## src/rtl/slt_pkg.sv

```systemverilog
// Shared types, constants and sizes for the script lexer token splitter.
// Used by slt_lex_decode, slt_text_ram and script_lexer_token_splitter.
// Depends on nothing.
package slt_pkg;

    localparam int TOK_MAX   = 16;
    localparam int LINE_BITS = 16;
    localparam int ADDR_W    = $clog2(TOK_MAX);
    localparam int LEN_W     = $clog2(TOK_MAX + 1);

    localparam logic [LEN_W-1:0]     TOK_MAX_LEN = LEN_W'(TOK_MAX);
    localparam logic [LINE_BITS-1:0] LINE_MAX    = '1;
    localparam logic [LINE_BITS-1:0] LINE_FIRST  = LINE_BITS'(1);

    localparam logic [7:0] CH_CR    = 8'h0D;
    localparam logic [7:0] CH_LF    = 8'h0A;
    localparam logic [7:0] CH_TAB   = 8'h09;
    localparam logic [7:0] CH_QUOTE = 8'h22;
    localparam logic [7:0] CH_SLASH = 8'h2F;
    localparam logic [7:0] CH_DOT   = 8'h2E;
    localparam logic [7:0] CH_EQ    = 8'h3D;
    localparam logic [7:0] CH_AMP   = 8'h26;
    localparam logic [7:0] CH_BAR   = 8'h7C;
    localparam logic [7:0] CH_PLUS  = 8'h2B;
    localparam logic [7:0] CH_MINUS = 8'h2D;
    localparam logic [7:0] CH_STAR  = 8'h2A;
    localparam logic [7:0] CH_GT    = 8'h3E;
    localparam logic [7:0] CH_LT    = 8'h3C;
    localparam logic [7:0] CH_LBRC  = 8'h7B;
    localparam logic [7:0] CH_RBRC  = 8'h7D;
    localparam logic [7:0] CH_LPAR  = 8'h28;
    localparam logic [7:0] CH_RPAR  = 8'h29;
    localparam logic [7:0] CH_SEMI  = 8'h3B;
    localparam logic [7:0] CH_LBRK  = 8'h5B;
    localparam logic [7:0] CH_RBRK  = 8'h5D;
    localparam logic [7:0] CH_PCT   = 8'h25;
    localparam logic [7:0] CH_COMMA = 8'h2C;
    localparam logic [7:0] CH_SPACE = 8'h20;
    localparam logic [7:0] CH_ZERO  = 8'h30;
    localparam logic [7:0] CH_NINE  = 8'h39;

    localparam logic [2:0] KIND_OP  = 3'd0;
    localparam logic [2:0] KIND_ERR = 3'd6;
    localparam logic [2:0] KIND_END = 3'd7;

    typedef enum logic [2:0] {
        M_WS      = 3'd0,
        M_IDENT   = 3'd1,
        M_INT     = 3'd2,
        M_DEC     = 3'd3,
        M_STR     = 3'd4,
        M_SLASH   = 3'd5,
        M_COMMENT = 3'd6,
        M_PDOT    = 3'd7
    } mode_t;

    typedef enum logic [1:0] {
        PH_A,
        PH_B,
        PH_FIN
    } phase_t;

    typedef enum logic [3:0] {
        ST_IDLE,
        ST_START_A,
        ST_AFTER_A,
        ST_START_B,
        ST_DECODE,
        ST_FL_RD,
        ST_FL_EMIT,
        ST_FL_EMPTY,
        ST_POST,
        ST_OP1,
        ST_OP2,
        ST_ERR,
        ST_FIN,
        ST_END
    } state_t;

    typedef struct packed {
        logic       finish;
        logic       set_mode;
        mode_t      new_mode;
        logic       append;
        logic [1:0] op_cnt;
        logic [7:0] op_a;
        logic [7:0] op_b;
        logic       err;
        logic       line_inc;
        logic       cmt_clear;
        logic       used;
    } lex_action_t;

endpackage

```

## src/rtl/slt_text_ram.sv

```systemverilog
// Token text buffer: one write port, one read port with registered read data.
// Depends on slt_pkg for depth and address width.
module slt_text_ram
(
    input  logic                      clk,
    input  logic                      wr_en,
    input  logic [slt_pkg::ADDR_W-1:0] wr_addr,
    input  logic [7:0]                wr_data,
    input  logic                      rd_en,
    input  logic [slt_pkg::ADDR_W-1:0] rd_addr,
    output logic [7:0]                rd_data
);

    logic [7:0] mem [slt_pkg::TOK_MAX];
    logic [7:0] rd_data_reg;

    always_ff @(posedge clk)
    begin
        if (wr_en)
        begin
            mem[wr_addr] <= wr_data;
        end
        if (rd_en)
        begin
            rd_data_reg <= mem[rd_addr];
        end
    end

    assign rd_data = rd_data_reg;

endmodule

```

## src/rtl/slt_lex_decode.sv

```systemverilog
// Character classifier: decides what one source byte does to the lexer state.
// Depends on slt_pkg for the mode and action types.
module slt_lex_decode
(
    input  logic [7:0]          cur_byte,
    input  slt_pkg::mode_t      mode,
    input  logic [7:0]          la_byte,
    input  logic                la_ok,
    output slt_pkg::lex_action_t act
);

    logic str;
    logic digit;
    logic la_eq;
    logic la_same;

    always_comb
    begin
        str     = (mode == slt_pkg::M_STR);
        digit   = (cur_byte >= slt_pkg::CH_ZERO) && (cur_byte <= slt_pkg::CH_NINE);
        la_eq   = la_ok && (la_byte == slt_pkg::CH_EQ);
        la_same = la_ok && (la_byte == cur_byte);
        act           = '0;
        act.new_mode  = slt_pkg::M_WS;
        act.op_a      = cur_byte;
        act.op_b      = la_byte;
        if (mode == slt_pkg::M_COMMENT && cur_byte != slt_pkg::CH_CR
            && cur_byte != slt_pkg::CH_LF)
        begin
            act.finish = 1'b0;
        end
        else if (digit)
        begin
            act.append = 1'b1;
            if (mode == slt_pkg::M_WS)
            begin
                act.set_mode = 1'b1;
                act.new_mode = slt_pkg::M_INT;
            end
            else if (mode == slt_pkg::M_PDOT)
            begin
                act.set_mode = 1'b1;
                act.new_mode = slt_pkg::M_DEC;
            end
        end
        else
        begin
            unique case (cur_byte)
                slt_pkg::CH_EQ, slt_pkg::CH_PLUS, slt_pkg::CH_STAR, slt_pkg::CH_MINUS:
                begin
                    if (str)
                    begin
                        act.append = 1'b1;
                    end
                    else
                    begin
                        act.finish = 1'b1;
                        act.op_cnt = la_eq ? 2'd2 : 2'd1;
                        act.used   = la_eq;
                    end
                end
                slt_pkg::CH_GT, slt_pkg::CH_LT, slt_pkg::CH_LBRC, slt_pkg::CH_RBRC,
                slt_pkg::CH_LPAR, slt_pkg::CH_RPAR, slt_pkg::CH_SEMI, slt_pkg::CH_LBRK,
                slt_pkg::CH_RBRK, slt_pkg::CH_PCT, slt_pkg::CH_COMMA:
                begin
                    if (str)
                    begin
                        act.append = 1'b1;
                    end
                    else
                    begin
                        act.finish = 1'b1;
                        act.op_cnt = 2'd1;
                    end
                end
                slt_pkg::CH_AMP, slt_pkg::CH_BAR:
                begin
                    if (str)
                    begin
                        act.append = 1'b1;
                    end
                    else
                    begin
                        act.finish = 1'b1;
                        act.op_cnt = la_same ? 2'd2 : 2'd0;
                        act.err    = !la_same;
                        act.used   = la_same;
                    end
                end
                slt_pkg::CH_DOT:
                begin
                    if (mode == slt_pkg::M_WS)
                    begin
                        act.set_mode = 1'b1;
                        act.new_mode = slt_pkg::M_PDOT;
                        act.append   = 1'b1;
                    end
                    else if (mode == slt_pkg::M_INT)
                    begin
                        act.set_mode = 1'b1;
                        act.new_mode = slt_pkg::M_DEC;
                        act.append   = 1'b1;
                    end
                    else if (str)
                    begin
                        act.append = 1'b1;
                    end
                    else
                    begin
                        act.finish = 1'b1;
                        act.op_cnt = 2'd1;
                    end
                end
                slt_pkg::CH_QUOTE:
                begin
                    act.finish   = 1'b1;
                    act.set_mode = !str;
                    act.new_mode = slt_pkg::M_STR;
                end
                slt_pkg::CH_SPACE:
                begin
                    act.append = str;
                    act.finish = !str;
                end
                slt_pkg::CH_TAB:
                begin
                    act.finish = 1'b0;
                end
                slt_pkg::CH_CR, slt_pkg::CH_LF:
                begin
                    act.finish   = 1'b1;
                    act.line_inc = 1'b1;
                end
                slt_pkg::CH_SLASH:
                begin
                    if (str)
                    begin
                        act.append = 1'b1;
                    end
                    else if (mode == slt_pkg::M_SLASH)
                    begin
                        act.set_mode  = 1'b1;
                        act.new_mode  = slt_pkg::M_COMMENT;
                        act.cmt_clear = 1'b1;
                    end
                    else
                    begin
                        act.finish   = 1'b1;
                        act.set_mode = 1'b1;
                        act.new_mode = slt_pkg::M_SLASH;
                        act.append   = 1'b1;
                    end
                end
                default:
                begin
                    act.append = 1'b1;
                    if (mode == slt_pkg::M_WS || mode == slt_pkg::M_INT
                        || mode == slt_pkg::M_DEC || mode == slt_pkg::M_PDOT)
                    begin
                        act.finish   = 1'b1;
                        act.set_mode = 1'b1;
                        act.new_mode = slt_pkg::M_IDENT;
                    end
                end
            endcase
        end
    end

endmodule

```

## src/rtl/script_lexer_token_splitter.sv

```systemverilog
// A token end emits one record per buffered byte, or a single record for an empty token, and
// one per operator byte or error. The last byte of a text is followed by the end record.
// Throughput: one byte at a time; each record waits in the output register while m_tready is low.
// Reset: rst_n is asynchronous and active low; it clears control state and sets the line to one.
// The text memory is not cleared; only entries written for the current token are read.
module script_lexer_token_splitter
(
    input  logic        clk,
    input  logic        rst_n,
    input  logic        s_tvalid,
    output logic        s_tready,
    input  logic [7:0]  s_tdata,   // [7:0] text_byte
    input  logic        s_tlast,   // end_of_text
    output logic        m_tvalid,
    input  logic        m_tready,
    output logic [31:0] m_tdata,   // [7:0] char_out, [8] char_valid, [24:9] line_count,
                                   // [25] was_truncated, [31:26] zero
    output logic [2:0]  m_tuser,   // [2:0] token_kind
    output logic        m_tlast    // token_done
);

    slt_pkg::state_t      state_reg, state_next;
    slt_pkg::phase_t      phase_reg, phase_next;
    slt_pkg::mode_t       mode_reg, mode_next;
    slt_pkg::lex_action_t act_reg, act_next, act;

    logic [7:0]                  in_byte_reg, in_byte_next;
    logic                        last_reg, last_next;
    logic [7:0]                  held_reg, held_next;
    logic                        held_valid_reg, held_valid_next;
    logic                        skip_reg, skip_next;
    logic                        used_reg, used_next;
    logic                        a_live_reg, a_live_next;
    logic [7:0]                  cur_reg, cur_next;
    logic                        la_ok_reg, la_ok_next;
    logic [slt_pkg::LEN_W-1:0]   len_reg, len_next;
    logic                        ovf_reg, ovf_next;
    logic [slt_pkg::LINE_BITS-1:0] line_reg, line_next;
    logic                        drain_reg, drain_next;
    logic [slt_pkg::ADDR_W-1:0]  idx_reg, idx_next;

    logic                        out_valid_reg;
    logic [2:0]                  out_kind_reg;
    logic [7:0]                  out_char_reg;
    logic                        out_cv_reg;
    logic [15:0]                 out_line_reg;
    logic                        out_done_reg;
    logic                        out_trunc_reg;

    logic                        out_free;
    logic                        emit;
    logic [2:0]                  e_kind;
    logic [7:0]                  e_char;
    logic                        e_cv;
    logic                        e_done;
    logic                        e_trunc;
    logic [15:0]                 line_out;
    logic [slt_pkg::LINE_BITS+15:0] line_wide;

    logic                        wr_en;
    logic [slt_pkg::ADDR_W-1:0]  wr_addr;
    logic                        rd_en;
    logic [7:0]                  rd_data;

    logic                        mode_emits;
    logic                        flush_last;
    slt_pkg::state_t             lex_ret;
    slt_pkg::state_t             flush_ret;

    slt_lex_decode u_decode
    (
        .cur_byte (cur_reg),
        .mode     (mode_reg),
        .la_byte  (in_byte_reg),
        .la_ok    (la_ok_reg),
        .act      (act)
    );

    slt_text_ram u_ram
    (
        .clk     (clk),
        .wr_en   (wr_en),
        .wr_addr (wr_addr),
        .wr_data (cur_reg),
        .rd_en   (rd_en),
        .rd_addr (idx_reg),
        .rd_data (rd_data)
    );

    always_comb
    begin
        out_free   = !out_valid_reg || m_tready;
        mode_emits = (mode_reg != slt_pkg::M_WS) && (mode_reg != slt_pkg::M_COMMENT);
        flush_last = ((slt_pkg::LEN_W'(idx_reg) + slt_pkg::LEN_W'(1)) == len_reg);
        lex_ret    = (phase_reg == slt_pkg::PH_A) ? slt_pkg::ST_AFTER_A : slt_pkg::ST_FIN;
        flush_ret  = (phase_reg == slt_pkg::PH_FIN) ? slt_pkg::ST_END : slt_pkg::ST_POST;
        line_wide  = (slt_pkg::LINE_BITS + 16)'(line_reg);
        line_out   = (line_wide > (slt_pkg::LINE_BITS + 16)'(16'hFFFF)) ? 16'hFFFF
                                                                        : line_wide[15:0];
    end

    // Output and memory control.
    always_comb
    begin
        emit    = 1'b0;
        e_kind  = slt_pkg::KIND_OP;
        e_char  = 8'h00;
        e_cv    = 1'b0;
        e_done  = 1'b0;
        e_trunc = 1'b0;
        rd_en   = 1'b0;
        wr_en   = 1'b0;
        wr_addr = len_reg[slt_pkg::ADDR_W-1:0];
        s_tready = (state_reg == slt_pkg::ST_IDLE);
        unique case (state_reg)
            slt_pkg::ST_FL_RD:
            begin
                rd_en = (len_reg != '0);
            end
            slt_pkg::ST_FL_EMIT, slt_pkg::ST_FL_EMPTY:
            begin
                emit    = 1'b1;
                e_kind  = (mode_reg == slt_pkg::M_PDOT) ? slt_pkg::KIND_OP : 3'(mode_reg);
                e_trunc = ovf_reg;
                e_cv    = (state_reg == slt_pkg::ST_FL_EMIT);
                e_char  = (state_reg == slt_pkg::ST_FL_EMIT) ? rd_data : 8'h00;
                e_done  = (state_reg == slt_pkg::ST_FL_EMPTY) || flush_last;
            end
            slt_pkg::ST_POST:
            begin
                wr_en = act_reg.append && (len_reg < slt_pkg::TOK_MAX_LEN);
            end
            slt_pkg::ST_OP1:
            begin
                emit   = 1'b1;
                e_char = act_reg.op_a;
                e_cv   = 1'b1;
                e_done = (act_reg.op_cnt == 2'd1);
            end
            slt_pkg::ST_OP2:
            begin
                emit   = 1'b1;
                e_char = act_reg.op_b;
                e_cv   = 1'b1;
                e_done = 1'b1;
            end
            slt_pkg::ST_ERR:
            begin
                emit   = 1'b1;
                e_kind = slt_pkg::KIND_ERR;
                e_char = act_reg.op_a;
                e_cv   = 1'b1;
                e_done = 1'b1;
            end
            slt_pkg::ST_END:
            begin
                emit   = 1'b1;
                e_kind = slt_pkg::KIND_END;
                e_done = 1'b1;
            end
            default:
            begin
                emit = 1'b0;
            end
        endcase
    end

    // Next state and register updates.
    always_comb
    begin
        state_next      = state_reg;
        phase_next      = phase_reg;
        mode_next       = mode_reg;
        act_next        = act_reg;
        in_byte_next    = in_byte_reg;
        last_next       = last_reg;
        held_next       = held_reg;
        held_valid_next = held_valid_reg;
        skip_next       = skip_reg;
        used_next       = used_reg;
        a_live_next     = a_live_reg;
        cur_next        = cur_reg;
        la_ok_next      = la_ok_reg;
        len_next        = len_reg;
        ovf_next        = ovf_reg;
        line_next       = line_reg;
        drain_next      = drain_reg;
        idx_next        = idx_reg;
        unique case (state_reg)
            slt_pkg::ST_IDLE:
            begin
                if (s_tvalid)
                begin
                    in_byte_next = s_tdata;
                    last_next    = s_tlast;
                    state_next   = slt_pkg::ST_START_A;
                end
            end
            slt_pkg::ST_START_A:
            begin
                a_live_next = !drain_reg;
                used_next   = 1'b0;
                if (!drain_reg && held_valid_reg && !skip_reg)
                begin
                    cur_next   = held_reg;
                    la_ok_next = 1'b1;
                    phase_next = slt_pkg::PH_A;
                    state_next = slt_pkg::ST_DECODE;
                end
                else
                begin
                    state_next = slt_pkg::ST_AFTER_A;
                end
            end
            slt_pkg::ST_AFTER_A:
            begin
                if (a_live_reg)
                begin
                    held_next       = in_byte_reg;
                    held_valid_next = 1'b1;
                    skip_next       = used_reg;
                end
                state_next = last_reg ? slt_pkg::ST_START_B : slt_pkg::ST_IDLE;
            end
            slt_pkg::ST_START_B:
            begin
                if (!drain_reg && !skip_reg)
                begin
                    cur_next   = in_byte_reg;
                    la_ok_next = 1'b0;
                    phase_next = slt_pkg::PH_B;
                    state_next = slt_pkg::ST_DECODE;
                end
                else
                begin
                    state_next = slt_pkg::ST_FIN;
                end
            end
            slt_pkg::ST_DECODE:
            begin
                act_next  = act;
                used_next = act.used;
                idx_next  = '0;
                if (act.finish && mode_emits)
                begin
                    state_next = slt_pkg::ST_FL_RD;
                end
                else
                begin
                    if (act.finish)
                    begin
                        mode_next = slt_pkg::M_WS;
                        len_next  = '0;
                        ovf_next  = 1'b0;
                    end
                    state_next = slt_pkg::ST_POST;
                end
            end
            slt_pkg::ST_FIN:
            begin
                idx_next = '0;
                if (!drain_reg && mode_emits)
                begin
                    phase_next = slt_pkg::PH_FIN;
                    state_next = slt_pkg::ST_FL_RD;
                end
                else
                begin
                    state_next = slt_pkg::ST_END;
                end
            end
            slt_pkg::ST_FL_RD:
            begin
                state_next = (len_reg == '0) ? slt_pkg::ST_FL_EMPTY : slt_pkg::ST_FL_EMIT;
            end
            slt_pkg::ST_FL_EMIT:
            begin
                if (out_free)
                begin
                    if (flush_last)
                    begin
                        mode_next  = slt_pkg::M_WS;
                        len_next   = '0;
                        ovf_next   = 1'b0;
                        state_next = flush_ret;
                    end
                    else
                    begin
                        idx_next   = idx_reg + slt_pkg::ADDR_W'(1);
                        state_next = slt_pkg::ST_FL_RD;
                    end
                end
            end
            slt_pkg::ST_FL_EMPTY:
            begin
                if (out_free)
                begin
                    mode_next  = slt_pkg::M_WS;
                    len_next   = '0;
                    ovf_next   = 1'b0;
                    state_next = flush_ret;
                end
            end
            slt_pkg::ST_POST:
            begin
                if (act_reg.set_mode)
                begin
                    mode_next = act_reg.new_mode;
                end
                if (act_reg.append)
                begin
                    if (len_reg < slt_pkg::TOK_MAX_LEN)
                    begin
                        len_next = len_reg + slt_pkg::LEN_W'(1);
                    end
                    else
                    begin
                        ovf_next = 1'b1;
                    end
                end
                if (act_reg.cmt_clear)
                begin
                    len_next = '0;
                    ovf_next = 1'b0;
                end
                if (act_reg.line_inc && line_reg != slt_pkg::LINE_MAX)
                begin
                    line_next = line_reg + slt_pkg::LINE_BITS'(1);
                end
                if (act_reg.op_cnt != 2'd0)
                begin
                    state_next = slt_pkg::ST_OP1;
                end
                else if (act_reg.err)
                begin
                    state_next = slt_pkg::ST_ERR;
                end
                else
                begin
                    state_next = lex_ret;
                end
            end
            slt_pkg::ST_OP1:
            begin
                if (out_free)
                begin
                    state_next = (act_reg.op_cnt == 2'd2) ? slt_pkg::ST_OP2 : lex_ret;
                end
            end
            slt_pkg::ST_OP2:
            begin
                if (out_free)
                begin
                    state_next = lex_ret;
                end
            end
            slt_pkg::ST_ERR:
            begin
                if (out_free)
                begin
                    drain_next = 1'b1;
                    state_next = lex_ret;
                end
            end
            slt_pkg::ST_END:
            begin
                if (out_free)
                begin
                    held_next       = 8'h00;
                    held_valid_next = 1'b0;
                    skip_next       = 1'b0;
                    mode_next       = slt_pkg::M_WS;
                    len_next        = '0;
                    ovf_next        = 1'b0;
                    line_next       = slt_pkg::LINE_FIRST;
                    drain_next      = 1'b0;
                    state_next      = slt_pkg::ST_IDLE;
                end
            end
            default:
            begin
                state_next = slt_pkg::ST_IDLE;
            end
        endcase
    end

    always_ff @(posedge clk or negedge rst_n)
    begin
        if (!rst_n)
        begin
            state_reg      <= slt_pkg::ST_IDLE;
            phase_reg      <= slt_pkg::PH_A;
            mode_reg       <= slt_pkg::M_WS;
            held_reg       <= 8'h00;
            held_valid_reg <= 1'b0;
            skip_reg       <= 1'b0;
            used_reg       <= 1'b0;
            a_live_reg     <= 1'b0;
            last_reg       <= 1'b0;
            la_ok_reg      <= 1'b0;
            len_reg        <= '0;
            ovf_reg        <= 1'b0;
            line_reg       <= slt_pkg::LINE_FIRST;
            drain_reg      <= 1'b0;
            idx_reg        <= '0;
            out_valid_reg  <= 1'b0;
        end
        else
        begin
            state_reg      <= state_next;
            phase_reg      <= phase_next;
            mode_reg       <= mode_next;
            held_reg       <= held_next;
            held_valid_reg <= held_valid_next;
            skip_reg       <= skip_next;
            used_reg       <= used_next;
            a_live_reg     <= a_live_next;
            last_reg       <= last_next;
            la_ok_reg      <= la_ok_next;
            len_reg        <= len_next;
            ovf_reg        <= ovf_next;
            line_reg       <= line_next;
            drain_reg      <= drain_next;
            idx_reg        <= idx_next;
            if (emit && out_free)
            begin
                out_valid_reg <= 1'b1;
            end
            else if (m_tready)
            begin
                out_valid_reg <= 1'b0;
            end
        end
    end

    always_ff @(posedge clk)
    begin
        act_reg     <= act_next;
        in_byte_reg <= in_byte_next;
        cur_reg     <= cur_next;
        if (emit && out_free)
        begin
            out_kind_reg  <= e_kind;
            out_char_reg  <= e_char;
            out_cv_reg    <= e_cv;
            out_line_reg  <= line_out;
            out_done_reg  <= e_done;
            out_trunc_reg <= e_trunc;
        end
    end

    assign m_tvalid = out_valid_reg;
    assign m_tdata  = {6'b0, out_trunc_reg, out_line_reg, out_cv_reg, out_char_reg};
    assign m_tuser  = out_kind_reg;
    assign m_tlast  = out_done_reg;

    a_len_bound: assert property (@(posedge clk) disable iff (!rst_n)
        len_reg <= slt_pkg::TOK_MAX_LEN)
        else $error("Token length exceeds the text buffer.");

    a_emit_nonempty: assert property (@(posedge clk) disable iff (!rst_n)
        state_reg == slt_pkg::ST_FL_EMIT |-> len_reg != '0)
        else $error("Replay of an empty token buffer.");

    a_end_resets: assert property (@(posedge clk) disable iff (!rst_n)
        (state_reg == slt_pkg::ST_END && out_free)
        |=> (line_reg == slt_pkg::LINE_FIRST && !drain_reg && !held_valid_reg))
        else $error("End record did not restore the initial state.");

    a_write_in_range: assert property (@(posedge clk) disable iff (!rst_n)
        wr_en |-> (state_reg == slt_pkg::ST_POST && len_reg < slt_pkg::TOK_MAX_LEN))
        else $error("Text buffer written outside an append.");

endmodule
```

## config.mk

```make
export PLATFORM = sky130hd
export DESIGN_NAME = script_lexer_token_splitter
export DESIGN_NICKNAME = d
export VERILOG_FILES = /design/src/rtl/slt_pkg.sv /design/src/rtl/slt_text_ram.sv /design/src/rtl/slt_lex_decode.sv /design/src/rtl/script_lexer_token_splitter.sv
export SDC_FILE = /design/constraint.sdc
export NUM_CORES = 1
export LEC_CHECK = 0
export BUFFER_PORTS_ARGS = -buffer_cell sky130_fd_sc_hd__buf_2
export CELL_PAD_IN_SITES_DETAIL_PLACEMENT = 0
export CELL_PAD_IN_SITES_GLOBAL_PLACEMENT = 1
export CORE_MARGIN = 4
export CORE_UTILIZATION = 49
export CTS_BUF_LIST = sky130_fd_sc_hd__clkbuf_4
export CTS_CLUSTER_DIAMETER = 200
export DETAILED_ROUTE_END_ITERATION = 8
export GPL_TIMING_DRIVEN = 0
export PLACE_DENSITY_LB_ADDON = 0.1
export SLEW_MARGIN = 15
export SYNTH_ARGS = -nofsm -noshare
export SYNTH_HDL_FRONTEND = slang
export SYNTH_SLANG_ARGS = --single-unit
```

## constraint.sdc

```tcl
create_clock -name clk -period 3.25 [get_ports clk]
set_clock_uncertainty 0.15 [all_clocks]
set_input_delay 0.975 -clock clk [delete_from_list [all_inputs] [get_ports clk]]
set_output_delay 0.975 -clock clk [all_outputs]
set_load 0.02 [all_outputs]
```

==> results of run 1 <==
[power breakdown]
group	switching (mW)	internal (mW)	total, mW
logic	1.75	1.00	2.75
clock network	1.29	1.48	2.77
registers	0.413	4.27	4.68
[layer usage]
metal | track usage (%) | part of all wire (%)
met1 | 31.2 | 46
met2 | 31.8 | 46
met3 | 4.39 | 6.5
met4 | 6.90 | 1.8
met5 | 0 | 0
[worst max-delay path, stage by stage (launching register included)]
cell,delay [ns]
dfrtp_1,0.46
clkbuf_2,0.23
clkbuf_2,0.24
nor3_1,0.19
buf_2,0.19
[metrics by stage]
stage                     power, mW  cells  hold WS, ns
after floorplan                6.44    818        0.309
after global placement         7.28   1175        0.326
after detailed placement       7.40   1177        0.333
after CTS                      10.2   1293        0.201
after global routing           10.8   1300        0.222
final                          10.2   1300        0.209
[cell families (layout without fill, tap and decap cells)]
family,after synthesis,count (layout),share of synthesized area (%)
flip-flops,259,259,65.3
AND/OR/NAND/NOR,250,250,10.7
AO/OA/AOI/OAI,153,153,9.77
buffers and inverters,66,234,2.62
multiplexers,50,50,8.78
XOR/XNOR,28,28,2.13
adder cells (fa/ha/maj),6,6,0.651
other,1,7,0.0325
[repair_timing]
| item | in CTS | in global routing |
|---|---|---|
| gates cloned | 0 | 0 |
| hold buffers | 0 | 0 |
| endpoints found under the setup margin | 1 | 45 |
| gates resized for setup | 2 | 2 |
| setup buffers | 0 | 7 |
[final cells by class]
| cell class | count | area (µm²) |
|---|---|---|
| flip-flops and latches | 259 | 7520 |
| clock inverters | 17 | 103 |
| well taps | 313 | 392 |
| plain buffers | 50 | 244 |
| repair buffers | 53 | 340 |
| diodes | 1 | 2.50 |
| inverters | 15 | 56.3 |
| fillers | 1885 | 9740 |
| multi-input cells | 493 | 3770 |
| clock buffers | 99 | 743 |
[worst max path at each step]
stage               cells after the start         start  slack, ns               end
floorplan                               3      m_tready       0.20           m_tlast
global placement                        4  state_reg[0]      -0.64   out_char_reg[2]
detailed placement                      8      m_tready      -0.19      line_out[14]
CTS                                     4  state_reg[1]       0.02          s_tready
global route                            6  state_reg[2]      -0.06  u_ram.mem[12][2]
finish                                  4  state_reg[3]       0.16          s_tready
[layout by cell type (no fill, tap or decap), types with 8 or more instances in the layout]
cell type	netlist	final
a21oi_1	28	28
a22o_1	13	13
a22oi_1	13	13
and3_1	14	14
buf_2	13	56
buf_4	10	16
clkbuf_1	23	20
clkbuf_4	0	99
dfrtp_1	50	50
edfxtp_1	208	208
inv_1	12	12
mux2_2	9	9
mux4_2	40	40
nand2_1	69	69
nand2b_1	9	9
nand3_1	11	11
nand4_1	8	8
nor2_1	76	73
nor2b_1	17	17
nor3_1	17	11
o21ai_0	22	22
xnor2_1	13	13
xor2_1	15	15
==> results.py, run 1 <==
metrics = {
    "detailed_routing": {
        "wl_um": 27700,
        "wire_per_inst_um": 21.3,
        "dr.pass1.iters": 5,
        "avgViaCountPerCell": 5.71,
        "drtIter0Drc": 666,
        "ant_nets": 0,
        "vias": 7428,
        "drc": 0,
    },
    "clock_tree": {
        "clock_sinks": 259,
        "cts.path.max_buffers": 3,
        "htreeDepth": 3,
        "cts_tree": "yes",
        "cts_root_buf": "clkbuf_4",
        "clock_latency_ns": 0.66,
        "cts_made_buffers": 68,
        "clk_pin_slew_ns": 0.07,
    },
    "yosys": {
        "synth.distinct_cells": 79,
        "ys_warn_count": 0,
        "syn_area_um2": 11500,
        "synth_seq_cells": 259,
        "synth_top_area_share_pct": 54.2,
        "postSynthCellCount": 813,
        "syn_avg_cell_area_um2": 14.2,
        "synthArstFlopShare_pct": 19.7,
        "ys_top_cells_by_count": "208 x edfxtp_1, 76 x nor2_1, 69 x nand2_1",
        "synth_edf_count": 208,
        "synth.most_common_cell": "edfxtp_1",
        "yosysTopAreaCell": "edfxtp_1",
        "netlist_top_cells_area": "edfxtp_1 54%, dfrtp_1 11%, mux4_2 7.8%",
        "yosysSeqAreaShare_pct": 65.3,
        "dominantRegCellSynth": "edfxtp_1",
    },
    "floorplan": {
        "start_util_pct": 50.3,
        "io_pins": 51,
        "die_h_um": 161,
        "die_area_um2": 26000,
        "die-width_um": 161,
        "core_um2": 22900,
        "rows": 55,
    },
    "sta": {
        "worstMarginPinSlew_ns": 0.885,
        "slew_violations": 0,
        "layout_setup_ws_ns": 0.159,
        "post-route-period-util_pct": 95.1,
        "finalSetupTns_ns": 0,
        "relSlewSlack_pct": 40.1,
        "hold_viol": 0,
        "period_needed_ns": 3.09,
        "setup_violations": 0,
        "rsz0062_at_grt": "yes",
        "max_freq_mhz": 324,
    },
    "layout": {
        "layout-drive-gt1-share_pct": 27.5,
        "nets": 959,
        "final_util_pct": 57.5,
        "largest_register_ff_count": 128,
        "fin_area_um2": 13200,
        "syn2layout_area_growth_pct": 14.3,
    },
    "grt": {
        "grt_pass1_wl_um": 42800,
        "grt-ovfl-total": 0,
        "grt_usage_pct": 21.2,
        "antenna_found_initial": 1,
        "grt_pass1_vias": 7536,
        "grt_max_degree": 52,
    },
    "setup_path": {
        "path_class": "register to output pin",
        "crit_fanout": 10,
        "end_kind": "output pin",
        "worstPathRequired_ns": 2.12,
        "cp_data_arrival_time_ns": 1.97,
        "worstSetupStartpointType": "register",
        "reg2reg_depth": 6,
        "rrSetupSlack_ns": 0.23,
        "rr_startpoint": "state_reg[2]",
        "reg2reg_to": "u_ram.mem[12][0]",
    },
    "placed_design": {
        "gp_congestion": 0.956,
        "dpl_cell_area_um2": 12200,
        "dp_hpwl_um": 18700,
        "io_buffers": 44,
        "pre_cts_ws_ns": -0.189,
    },
    "power": {
        "p_leak_nw": 4.84,
        "peakVddDrop_v": 0.000500,
        "powerDensity_nw_per_um2": 774,
    },
    "outcome": {
        "status": "completed",
    },
    "job": {
        "maxCapViolCount": 0,
    },
    "min_path": {
        "hold_path_class": "primary input to async pin",
    },
}
(Power assumes the default switching activity.)
==> run 2: changes to the inputs <==
--- a/config.mk
+++ b/config.mk
@@ -15,6 +15,7 @@
 export DETAILED_ROUTE_END_ITERATION = 8
 export GPL_TIMING_DRIVEN = 0
 export PLACE_DENSITY_LB_ADDON = 0.1
+export REMOVE_ABC_BUFFERS = 1
 export SLEW_MARGIN = 15
 export SYNTH_ARGS = -nofsm -noshare
 export SYNTH_HDL_FRONTEND = slang
==> constraint.sdc (replaced) <==
create_clock -name clk -period 3.4 [get_ports clk]
set_clock_uncertainty 0.15 [all_clocks]
set_input_delay 1.02 -clock clk [delete_from_list [all_inputs] [get_ports clk]]
set_output_delay 1.02 -clock clk [all_outputs]
set_load 0.02 [all_outputs]
==> run 2 against run 1 <==
Combinational power down 15%. Die area unchanged. Clock power down 3%.
==> results.py, run 2 (synthesis gave the netlist of run 1 again) <==
metrics = {
    "sta": {
        "max_freq_mhz": 308,
        "rsz0062_at_grt": "no",
        "layout_setup_ws_ns": 0.152,
        "relSlewSlack_pct": 22.5,
        "period_needed_ns": 3.25,
        "slew_violations": 0,
        "post-route-period-util_pct": 95.5,
        "setup_violations": 0,
        "worstMarginPinSlew_ns": 1.16,
        "hold_viol": 0,
    },
    "detailed_routing": {
        "ant_nets": 0,
        "drtIter0Drc": 642,
        "drc": 0,
        "wl_um": 26300,
        "avgViaCountPerCell": 5.74,
        "wire_per_inst_um": 20.8,
        "dr.pass1.iters": 5,
        "vias": 7260,
    },
    "layout": {
        "largest_register_ff_count": 128,
        "nets": 915,
        "syn2layout_area_growth_pct": 13.5,
        "layout-drive-gt1-share_pct": 26.5,
        "most-common-layout-cells": "208 x edfxtp_1, 98 x clkbuf_4, 73 x nor2_1",
        "layout_commonest_cell": "edfxtp_1",
        "instances_no_fill": 1265,
    },
    "grt": {
        "grt_pass1_wl_um": 41200,
        "antenna_found_initial": 1,
        "grt_max_degree": 52,
        "grt-ovfl-total": 0,
        "grt_pass1_vias": 7435,
        "grt_usage_pct": 20.3,
    },
    "outcome": {
        "status": "completed",
    },
    "power": {
        "peakVddDrop_v": 0.000307,
        "p_leak_nw": 4.74,
        "p_total_mw": 9.78,
        "powerDensity_nw_per_um2": 748,
    },
    "clock_tree": {
        "clk_pin_slew_ns": 0.07,
        "cts.path.max_buffers": 3,
        "cts_made_buffers": 70,
        "cts_root_buf": "clkbuf_4",
        "cts_tree": "yes",
        "clock_sinks": 259,
        "clock_latency_ns": 0.67,
        "htreeDepth": 3,
    },
    "setup_path": {
        "crit_start": "idx_reg[0]",
        "slowest_stage": "dfrtp_4",
        "worstSetupStartpointType": "register",
        "crit_path_end": "len_reg[3]",
        "path_class": "register to register",
        "cp.buffers_inverters": 0,
        "path_delay_family": "compound AO/OA/AOI/OAI gates",
        "cp_num_cells": 8,
        "rr_startpoint": "idx_reg[0]",
        "end_kind": "register",
        "crit_fanout": 20,
        "cp_slowest_stage_delay_ns": 0.67,
        "reg2reg_depth": 8,
        "path_cells": "ha_1, or2_1, a211oi_1, o2111ai_1, nand2_1, o311a_1, a21boi_4, a31oi_2",
        "reg2reg_to": "len_reg[3]",
        "cp_data_arrival_time_ns": 3.59,
        "worstPathRequired_ns": 3.74,
        "rrSetupSlack_ns": 0.15,
    },
    "placed_design": {
        "dp_hpwl_um": 16700,
        "io_buffers": 44,
        "pre_cts_ws_ns": 0.0164,
        "placed_cells": 1130,
        "gp_congestion": 0.845,
    },
    "floorplan": {
        "core_um2": 22900,
        "die_area_um2": 26000,
        "io_pins": 51,
        "die_h_um": 161,
        "die-width_um": 161,
        "start_util_pct": 50.3,
        "rows": 55,
    },
    "job": {
        "maxCapViolCount": 0,
    },
    "min_path": {
        "hold_path_class": "primary input to async pin",
    },
}
-- run 2: changes by cell type in the layout (fill, tap and decap cells not counted), moves of 2 or more --
cell | before | now
dfrtp_1 | 50 | 46
clkbuf_2 | 2 | 0
clkbuf_1 | 20 | 0
clkinv_1 | 7 | 21
dfrtp_2 | 0 | 2
buf_8 | 0 | 4
buf_1 | 5 | 0
dfrtp_4 | 0 | 2
buf_6 | 1 | 3
buf_2 | 56 | 43
buf_4 | 16 | 3
-- run 2: worst min-delay path by stage --
stage	start	end	cells after the start
final	rst_n	m_tvalid	1
after global routing	rst_n	held_reg[3]	1
after CTS	held_reg[6]	held_reg[6]	1
after detailed placement	held_reg[6]	held_reg[6]	1
after global placement	line_out[10]	out_line_reg[10]	0
after floorplan	line_out[13]	out_line_reg[13]	0
-- run 2: what timing repair did --
item	4_1_cts	5_1_grt
endpoints found under the setup margin	3	29
hold buffers	0	0
endpoints found under the hold margin	0	0
resized for setup	2	4
buffers inserted	1	2
-- run 2: where the power goes --
group,switching (mW),internal [mW],leakage (nW),total (mW)
Sequential,0.641,4.10,2.56,4.74
Combinational,1.39,0.954,1.65,2.34
Clock,1.28,1.42,0.523,2.70
Total,3.31,6.47,4.74,9.78
-- run 2: through the flow --
stage                     hold slack (ns)  utilization, %  cell area [µm²]  setup TNS (ns)
after floorplan                     0.309               -            11300          -0.521
after global placement              0.320            52.0            11900          -69.95
after detailed placement            0.331            52.6            12100               0
after CTS                           0.352            56.6            13000               0
after global routing                0.269            57.1            13100               0
final                               0.246            57.1            13100               0
-- run 2: area by class of cell --
class                   count  area [µm²]
diodes                      1        2.50
clock buffers              98         736
clock inverters            29         146
fillers                  1863        9840
inverters                  15        56.3
multi-input cells         493        3780
flip-flops and latches    259        7530
well taps                 313         392
repair buffers             57         434
-- run 2: worst reg2reg max path: cells and delay by family (launching register included) --
| family | cells | cell delay, ns |
|---|---|---|
| compound gates | 5 | 1.35 |
| flops | 1 | 0.67 |
| simple gates | 2 | 0.54 |
| fa+ha+maj | 1 | 0.37 |
-- run 2: per-layer routing --
layer / share of wire, % / track usage [%]
met3: 7.2 / 5.10
met4: 1.8 / 6.71
met2: 47 / 31.7
met1: 44 / 28.4
met5: 0 / 0
==> run 3: changes to the inputs <==
--- a/config.mk
+++ b/config.mk
@@ -16,6 +16,7 @@
 export GPL_TIMING_DRIVEN = 0
 export PLACE_DENSITY_LB_ADDON = 0.1
 export REMOVE_ABC_BUFFERS = 1
+export SETUP_SLACK_MARGIN = 0.2
 export SLEW_MARGIN = 15
 export SYNTH_ARGS = -nofsm -noshare
 export SYNTH_HDL_FRONTEND = slang
==> run 3 against run 2 <==
Routed wire length up 3.0%. Non-clock buffer count up 4. Core utilization up 0.26 points.
==> results.py, run 3 (synthesis gave the netlist of run 1 again) <==
metrics = {
    "outcome": {
        "status": "completed",
    },
    "power": {
        "powerDensity_nw_per_um2": 754,
        "p_int_mw": 6.53,
        "p_leak_nw": 4.76,
        "p_clk_share_pct": 27.3,
        "p_total_mw": 9.91,
        "pwr-share-comb_pct": 24.8,
        "power_switching_mw": 3.38,
        "peakVddDrop_v": 0.000317,
        "swShare_pct": 34.1,
        "p_seq_share_pct": 47.9,
    },
    "clock_tree": {
        "cts.path.max_buffers": 3,
        "htreeDepth": 3,
        "cts_made_buffers": 70,
        "clock_sinks": 259,
        "cts_root_buf": "clkbuf_4",
        "clk_pin_slew_ns": 0.07,
        "cts_tree": "yes",
        "clock_latency_ns": 0.67,
    },
    "setup_path": {
        "end_kind": "output pin",
        "cp_data_arrival_time_ns": 1.97,
        "crit_fanout": 25,
        "path_class": "register to output pin",
        "worstSetupStartpointType": "register",
        "worstPathRequired_ns": 2.23,
    },
    "placed_design": {
        "dp_hpwl_um": 16700,
        "io_buffers": 44,
        "gp_congestion": 0.845,
        "dpl_cell_area_um2": 12100,
    },
    "grt": {
        "antenna_found_initial": 1,
        "grt_max_degree": 52,
        "grt_usage_pct": 21.2,
        "grt_pass1_vias": 7503,
        "grt-ovfl-total": 0,
        "grt_pass1_wl_um": 42400,
    },
    "layout": {
        "fillers": 1853,
        "layout_commonest_cell": "edfxtp_1",
        "nets": 919,
        "fin_area_um2": 13100,
        "syn2layout_area_growth_pct": 14.0,
        "largest_register_ff_count": 128,
        "multi_input_area_um2": 3790,
        "regArea_um2": 7540,
        "layout-drive-gt1-share_pct": 27.2,
        "most-common-layout-cells": "208 x edfxtp_1, 98 x clkbuf_4, 72 x nor2_1",
    },
    "sta": {
        "relSlewSlack_pct": 35.4,
        "period_needed_ns": 3.14,
        "worstMarginPinSlew_ns": 0.968,
        "max_freq_mhz": 319,
        "post-route-period-util_pct": 92.3,
        "slew_violations": 0,
        "rsz0062_at_grt": "no",
        "setup_violations": 0,
        "hold_viol": 0,
        "finalSetupTns_ns": 0,
    },
    "job": {
        "maxCapViolCount": 0,
    },
    "floorplan": {
        "io_pins": 51,
        "core_um2": 22900,
        "die-width_um": 161,
        "die_area_um2": 26000,
        "start_util_pct": 50.3,
        "rows": 55,
        "die_h_um": 161,
    },
    "detailed_routing": {
        "drc": 0,
        "wl_um": 27000,
        "vias": 7366,
        "ant_nets": 0,
        "drtIter0Drc": 676,
        "avgViaCountPerCell": 5.80,
        "wire_per_inst_um": 21.3,
        "dr.pass1.iters": 5,
    },
    "min_path": {
        "hold_path_class": "primary input to async pin",
    },
}
## run 3: changes by cell type in the layout (fill, tap and decap cells not counted), sizes merged
cell | previous run | this run
buf | 57 | 61
## run 3: layer usage
metal	up-vias	GRT usage [%]	part of all wire, %
li1	3344	-	-
met1	3685	29.8	44
met2	291	33.0	47
met3	46	5.05	7.6
met4	0	6.75	1.7
met5	-	0	0
## run 3: worst paths after layout
check	from	end	slack [ns]	cells after the start
max in group asynchronous	rst_n	idx_reg[0]	2.33	1
worst max-delay path	state_reg[0]	s_tready	0.26	3
worst min-delay path	rst_n	m_tvalid	0.25	1
worst min register to register	line_out[13]	out_line_reg[13]	0.35	0
worst max register to register	idx_reg[0]	len_reg[3]	0.36	9
min in group clk	line_out[13]	out_line_reg[13]	0.35	0
## run 3: per-stage QoR
step	hold WS (ns)	utilization (%)	cells	worst slack, ns
floorplan	0.309	-	767	-0.0860
global placement	0.320	52.0	1124	-1.12
detailed placement	0.331	52.6	1130	0.0164
CTS	0.352	57.1	1265	0.152
global route	0.269	57.3	1269	0.200
finish	0.247	57.3	1269	0.261
## run 3: power by group through the flow
stage / combinational, mW / clock (mW) / sequential (mW)
after floorplan: 1.43 / 0 / 4.74
after global placement: 1.99 / 0 / 4.92
after detailed placement: 2.09 / 0 / 4.95
after CTS: 2.34 / 2.77 / 4.77
after global routing: 2.67 / 2.98 / 4.82
final: 2.46 / 2.70 / 4.75
## run 3: worst max-delay path, stage by stage, from the launching register on
cell,delay (ns)
dfrtp_4,0.59
or2_4,0.35
nor3_1,0.16
buf_2,0.20
## run 3: area by class of cell
class,count,share of cell area [%]
well taps,313,2.98
inverters,15,0.428
repair buffers,61,3.63
diodes,1,0.0190
multi-input cells,493,28.9
flip-flops and latches,259,57.4
clock inverters,29,1.11
clock buffers,98,5.60
## run 3: repair_timing
item,4_1_cts,5_1_grt
gates resized for setup,7,5
setup endpoints to repair,31,120
setup buffers,8,2
hold buffers,0,0
pin swaps,0,0
